==> src/design/joff_pkg.sv <==
`timescale 1ns / 1ps
// ----------------------------------------------------------------------------
// joff_pkg
// Shared types and constants of the joined-offset to fragment lookup.
// ----------------------------------------------------------------------------
package joff_pkg;

    localparam int FRAG_DEPTH = 1024;
    localparam int TEXT_DEPTH = 1024;
    localparam int FRAG_AW    = $clog2(FRAG_DEPTH);
    localparam int TEXT_AW    = $clog2(TEXT_DEPTH);
    localparam int CNT_W      = FRAG_AW + 1;
    localparam int OFF_W      = 32;
    localparam int QLEN_W     = 16;
    localparam int CFG_IDX_W  = 2;
    localparam int CFG_DATA_W = 32;

    typedef logic [1:0] t_mode;
    localparam t_mode MODE_FRAG  = 2'd0;
    localparam t_mode MODE_TEXT  = 2'd1;
    localparam t_mode MODE_QUERY = 2'd2;

    typedef logic [CFG_IDX_W-1:0] t_cfg_idx;
    localparam t_cfg_idx CFG_FRAG_COUNT   = 2'd0;
    localparam t_cfg_idx CFG_JOINED_LEN   = 2'd1;
    localparam t_cfg_idx CFG_FORWARD_INDX = 2'd2;

    typedef struct packed {
        t_mode               mode;
        logic [FRAG_AW-1:0]  entry_index;
        logic [OFF_W-1:0]    frag_start;
        logic [TEXT_AW-1:0]  frag_text_index;
        logic [OFF_W-1:0]    frag_text_offset;
        logic [OFF_W-1:0]    text_length_value;
        logic [OFF_W-1:0]    query_offset;
        logic [QLEN_W-1:0]   query_length;
        logic                reject_straddle;
    } t_item;

    typedef struct packed {
        logic                found;
        logic                straddled;
        logic                rejected;
        logic [TEXT_AW-1:0]  text_index;
        logic [OFF_W-1:0]    text_offset;
        logic [OFF_W-1:0]    text_length;
    } t_result;

    typedef struct packed {
        logic take;
        logic probe;
        logic cmp;
        logic fetch;
        logic tlen;
        logic out_load;
    } t_cmd;

    typedef struct packed {
        logic is_query;
        logic past_end;
        logic empty;
        logic match;
    } t_status;

endpackage

==> src/design/joff_ctrl.sv <==
`timescale 1ns / 1ps
// ----------------------------------------------------------------------------
// joff_ctrl
// Sequencer for load transfers and the binary search probe loop.
// ----------------------------------------------------------------------------
module joff_ctrl (
    input  logic              i_clk,
    input  logic              i_rst_n,
    input  logic              i_in_valid,
    output logic              o_in_ready,
    output logic              o_out_valid,
    input  logic              i_out_ready,
    input  joff_pkg::t_status i_status,
    output joff_pkg::t_cmd    o_cmd
);

    typedef enum logic [5:0] {
        S_IDLE  = 6'b000001,
        S_PROBE = 6'b000010,
        S_CMP   = 6'b000100,
        S_FETCH = 6'b001000,
        S_TLEN  = 6'b010000,
        S_RES   = 6'b100000
    } t_state;

    t_state r_state, n_state;
    logic   r_out_valid, n_out_valid;
    logic   take;
    logic   slot_free;

    assign o_in_ready  = (r_state == S_IDLE);
    assign take        = i_in_valid && o_in_ready;
    assign slot_free   = !r_out_valid || i_out_ready;
    assign o_out_valid = r_out_valid;

    always_comb begin
        n_state        = r_state;
        o_cmd          = '0;
        o_cmd.take     = take;
        unique case (r_state)
            S_IDLE: begin
                if (take && i_status.is_query) n_state = S_PROBE;
            end
            S_PROBE: begin
                o_cmd.probe = 1'b1;
                if (i_status.past_end || i_status.empty) n_state = S_RES;
                else n_state = S_CMP;
            end
            S_CMP: begin
                o_cmd.cmp = 1'b1;
                if (i_status.match) n_state = S_FETCH;
                else n_state = S_PROBE;
            end
            S_FETCH: begin
                o_cmd.fetch = 1'b1;
                n_state     = S_TLEN;
            end
            S_TLEN: begin
                o_cmd.tlen = 1'b1;
                n_state    = S_RES;
            end
            S_RES: begin
                if (slot_free) begin
                    o_cmd.out_load = 1'b1;
                    n_state        = S_IDLE;
                end
            end
            default: n_state = S_IDLE;
        endcase
    end

    always_comb begin
        n_out_valid = r_out_valid;
        if (o_cmd.out_load) n_out_valid = 1'b1;
        else if (i_out_ready) n_out_valid = 1'b0;
    end

    always_ff @(posedge i_clk) begin
        if (!i_rst_n) begin
            r_state     <= S_IDLE;
            r_out_valid <= 1'b0;
        end else begin
            r_state     <= n_state;
            r_out_valid <= n_out_valid;
        end
    end

endmodule

==> config.mk <==
export PLATFORM = sky130hd
export DESIGN_NAME = joff_ctrl
export DESIGN_NICKNAME = d
export VERILOG_FILES = /design/src/design/joff_pkg.sv /design/src/design/joff_ctrl.sv
export SDC_FILE = /design/constraint.sdc
export NUM_CORES = 1
export LEC_CHECK = 0
export ABC_AREA = 1
export BUFFER_PORTS_ARGS = -buffer_cell sky130_fd_sc_hd__buf_4
export CORE_AREA = 3 3 40 42
export DETAILED_ROUTE_END_ITERATION = 16
export DIE_AREA = 0 0 43 45
export HOLD_SLACK_MARGIN = 0.03
export PLACE_DENSITY = 0.6
export SETUP_SLACK_MARGIN = 0.4
export SLEW_MARGIN = 15
export SYNTH_ARGS = -nofsm -noshare
export SYNTH_HDL_FRONTEND = slang
export SYNTH_SLANG_ARGS = --single-unit
export TNS_END_PERCENT = 1
==> constraint.sdc <==
create_clock -name i_clk -period 1.2 [get_ports i_clk]
set_clock_uncertainty 0.2 [all_clocks]
set_input_delay 0.06 -clock i_clk [delete_from_list [all_inputs] [get_ports i_clk]]
set_output_delay 0.06 -clock i_clk [all_outputs]
set_load 0.05 [all_outputs]
* Word level (Yosys, flattened, before mapping)
Index checks and enable logic that the tools add are counted.
** Word-level totals
- Output and inout bits :: 8
- Input bits :: 8
- Logic and storage cells :: 30
- Register bits :: 7
** Operators by class
- Multiplexer cells :: 13
- Reductions and logical operators :: 7
- Equal/unequal tests :: 8
** Operator list (count)
- $pmux W6 S6 :: 1
- $mux W6 :: 3
- $mux W1 :: 8
- $eq A6 B1 Y1 const B :: 1
- $eq A6 B2 Y1 const B :: 1
- $eq A6 B3 Y1 const B :: 1
- $eq A6 B4 Y1 const B :: 1
- $eq A6 B5 Y1 const B :: 1
- $eq A6 B6 Y1 const B :: 1
- $mux W4 :: 1
- $logic_and A1 B1 Y1 :: 2
- $logic_or A1 B1 Y1 :: 2
- $ne A2 B1 Y1 const B :: 1
- $ne A2 B2 Y1 const B :: 1
- $reduce_and A2 Y1 :: 1
- $reduce_bool A2 Y1 :: 1
- $logic_not A1 Y1 :: 1

* Longest topological paths before layout
- Word-level depth :: 5
- Mapped depth :: 8
- Depth with buffers taken out :: 8

* Worst setup path after synthesis
Ideal clock, no wire load.
- Kind :: register to register
- Start point :: reg r_out_valid, in the netlist o_out_valid
- End point :: reg r_state[2]
- Path slack :: -0.423 ns
- Library setup time :: 0.116 ns
- Data required time :: 0.884 ns
- Cell stages (with the launch flop) :: 6
- Data arrival time :: 1.308 ns
- Path buffers :: 0
- Period minus slack after synthesis :: 1.623 ns
- Path through :: dfxtp_1 -> inv_1 -> or2_2 -> nor2_4 -> nor2_2 -> and3_1
** On the way
- Longest elaborated chain between the ends :: 4
** Ends and longest elaborated chain
- start, declared :: RTL line joff_ctrl.sv:27 : logic r_out_valid, n_out_valid;
- start signal, assigned :: RTL line joff_ctrl.sv:84 : r_out_valid <= n_out_valid;
- $logic_not A1 Y1 :: RTL line joff_ctrl.sv:33 : assign slot_free = !r_out_valid || i_out_ready;
- $logic_or A1 B1 Y1 :: RTL line joff_ctrl.sv:33
- $ne A2 B2 Y1 (no source line)
- $reduce_and A2 Y1 (no source line)
- end signal, assigned :: RTL line joff_ctrl.sv:83 : r_state <= n_state;
- end, declared :: RTL line joff_ctrl.sv:26 : t_state r_state, n_state;
Every way passes these cells.
A chain may end at the register's enable or synchronous reset.

==> run metrics <==
fraction of layout cells with a size suffix above 1=approximately 66%; worst hold slack=-0.2020 ns; multiplexer share of the synthesized area=0%; Slew @ Worst Pin=around 0.22 ns; Mapped Nets=between 70 and 80; Via-to-Cell Ratio=roughly 4.5; setup TNS=-2.463 ns; die area=1935 um2; CTS tree=built; vias in the first global route=between 400 and 500; Synthesis Warnings=0; 1st-iter DRT viols=13; Setup CP Type=reg -> out; Die W=about 43 um; Crit path top cell by count=nor2_4; leakage power=~0.4 nW; total CTS buffers=3; Detail Route Antenna Nets=0; fill count=between 100 and 150; Simple-Gate Fraction of Synth Area=slightly below 50%; Synth top cells by count=17 x inv_1, 9 x nor2_1, 7 x dfxtp_1; unrepaired setup endpoints after global routing=true; largest net degree at the start of global routing=5; antenna fix cells=0; Die Ht=~45 um; worst hold path class=in -> reg; Synth Area in Compound Gates=under 10%; ys flop type=dfxtp_1; Netlist Area Pre-Place=470.5 um2; Pwr Total=roughly 1.0 mW; Routed WL=around 1100 um; clock sinks=7; FP Rows=13; data arrival time of the critical path=1.21 ns; Adder-Cell Fraction of Synth Area=0%; CP max stage delay=between 0.3 and 0.4 ns; Final Max Tran Viols=0; worst endpoint required time=~0.94 ns; Distinct cells, synth=16; worst path buffer plus inverter count=1; Initial DRT Pass Iterations=4; Setup WS pre-CTS=-0.1202 ns; register area share after synthesis=between 20 and 30%; cell with the most instances after synthesis=inv_1; number of synthesized flops with an enable pin=0; number of synthesized register bits=7; Fmax=around 700 MHz; Post-synth ARST share=0%; CP max FO=4; Layout area overhead=65.16%; Clock Tree Root=clkbuf_4; Setup WS post-layout=-0.2654 ns; hpwl dp=around 780 um; crit end category=primary output; Worst Setup Start Kind=flip-flop; synthesized instance count=67; fin crit share=122.1%; core area=roughly 1300 um2; Area contributors post-synth=dfxtp_1 30%, inv_1 14%, nor2_4 12%; area leader, netlist=dfxtp_1; placed cell areas=~600 um2; count of final hold-check violations=7; H-tree depth=1; Clock Path Buffers=2; total gr overflow=0; CP Cell Sequence=nor2_4 -> nand2_2 -> nor2_4 -> buf_6; DRC Markers=0; Post-Synth XOR/XNOR Area=0%; antenna violations before repair=0; final core utilization=between 60 and 70%; largest family of logic cells by synthesized area=simple AND/OR/NAND/NOR gates; Routability Congestion=just under 0.8; # port buffers=15; maximum vdd drop=0.6584 mV; via count=473; post-synth top area share=29.79%; slowest CP cell=dfxtp_2; Final min period=between 1 and 1.5 ns; outcome=finished with violations; average wire per standard cell=10.42 um; delay-heaviest family, CP=simple AND/OR/NAND/NOR gates; Max Cap Viol=0; first-pass GRT wire length=approximately 1900 um; # nets final=100; io pins=16; clock transition at the registers of the reported paths=0.05 ns; final setup fails=12; Initial Utilization=36.61%; failing checks=negative hold slack, negative setup slack; Slew HR=approximately 85%; cell area power density=approximately 1300 nW/um2; Worst-Skew Late Latency=between 0.2 and 0.3 ns; All-Layer GR Usage=between 10 and 15%; syn avg cell area=~7 um2; post-route cell area=between 700 and 800 um2
-- stage by stage --
stage,hold slack [ns],cells
3_3_place_gp,0.08595,97
2_1_floorplan,-0.05580,67
5_1_grt,-0.2002,106
4_1_cts,-0.2071,106
6_report,-0.2020,106
3_5_place_dp,0.08402,97
-- cell families (layout without fill, tap and decap cells) --
kind of cell / count (synthesis) / after routing
AOI/OAI and AO/OA: 4 / 4
buffers and inverters: 19 / 43
and+or+nand+nor: 37 / 37
DFF: 7 / 7
-- state kept, by name, indices dropped and copies added (netlist names) --
name and cells:
o_out_valid 1, r_state 6
-- final cells by class --
type | instances | area, um2 | share of cell area [%]
clock buffer | 4 | 26.28 | 3.382
sequential | 7 | 153.9 | 19.81
tap | 15 | 18.77 | 2.415
timing repair buffer | 22 | 210.2 | 27.05
multi-input combinational | 41 | 304.0 | 39.13
inverter | 17 | 63.81 | 8.213
-- metal layers --
| metal | track usage (%) | share of wire, % | vias to the layer above |
|---|---|---|---|
| met1 | 15.61 | 42 | 214 |
| met3 | 7.171 | 5.1 | 3 |
| met5 | 0 | 0 | - |
| met2 | 22.75 | 51 | 7 |
| met4 | 7.229 | 2.2 | 0 |
| li1 | - | - | 249 |
-- path summary, 6_finish.rpt --
path / start / to / slack (ns) / depth (start not counted)
max reg2reg: r_state[3] / r_state[2] / -0.23 / 6
max: r_state[3] / o_cmd[4] / -0.27 / 4
min: i_rst_n / r_state[0] / -0.20 / 2
min reg2reg: o_out_valid / o_out_valid / 0.41 / 3
-- layout by cell type, fill, tap and decap left out, types with 2 or more instances in the layout --
| master | n |
|---|---|
| nor2_1 | 4 |
| buf_8 | 4 |
| o21ai_1 | 3 |
| buf_4 | 14 |
| buf_6 | 4 |
| inv_1 | 14 |
| nand2_1 | 6 |
| nor2_2 | 8 |
| inv_2 | 3 |
| clkbuf_4 | 3 |
| nand2_2 | 2 |
| nand3_4 | 2 |
| dfxtp_4 | 2 |
| nand3_1 | 2 |
| dfxtp_2 | 5 |
| nand3_2 | 4 |
| nor2_4 | 6 |
-- worst reg2reg max path: cells and delay by family, from the launching register on --
kind | cells | cell delay (ns)
buffers and inverters | 1 | 0.16
flip-flops | 1 | 0.34
AND/OR/NAND/NOR | 5 | 0.62
-- where the power goes --
group	leakage [nW]	switching (mW)	internal, mW
Sequential	0.0601	0.0246	0.254
Clock	0.0150	0.100	0.128
Combinational	0.323	0.303	0.222
-- repair_timing --
item | CTS | global route
hold endpoints to repair | 7 | 7
resized for setup | 29 | 4
pin swaps | 8 | 5
setup endpoints to repair | 15 | 15
setup buffers | 5 | 0
(Power assumes the default switching activity.)
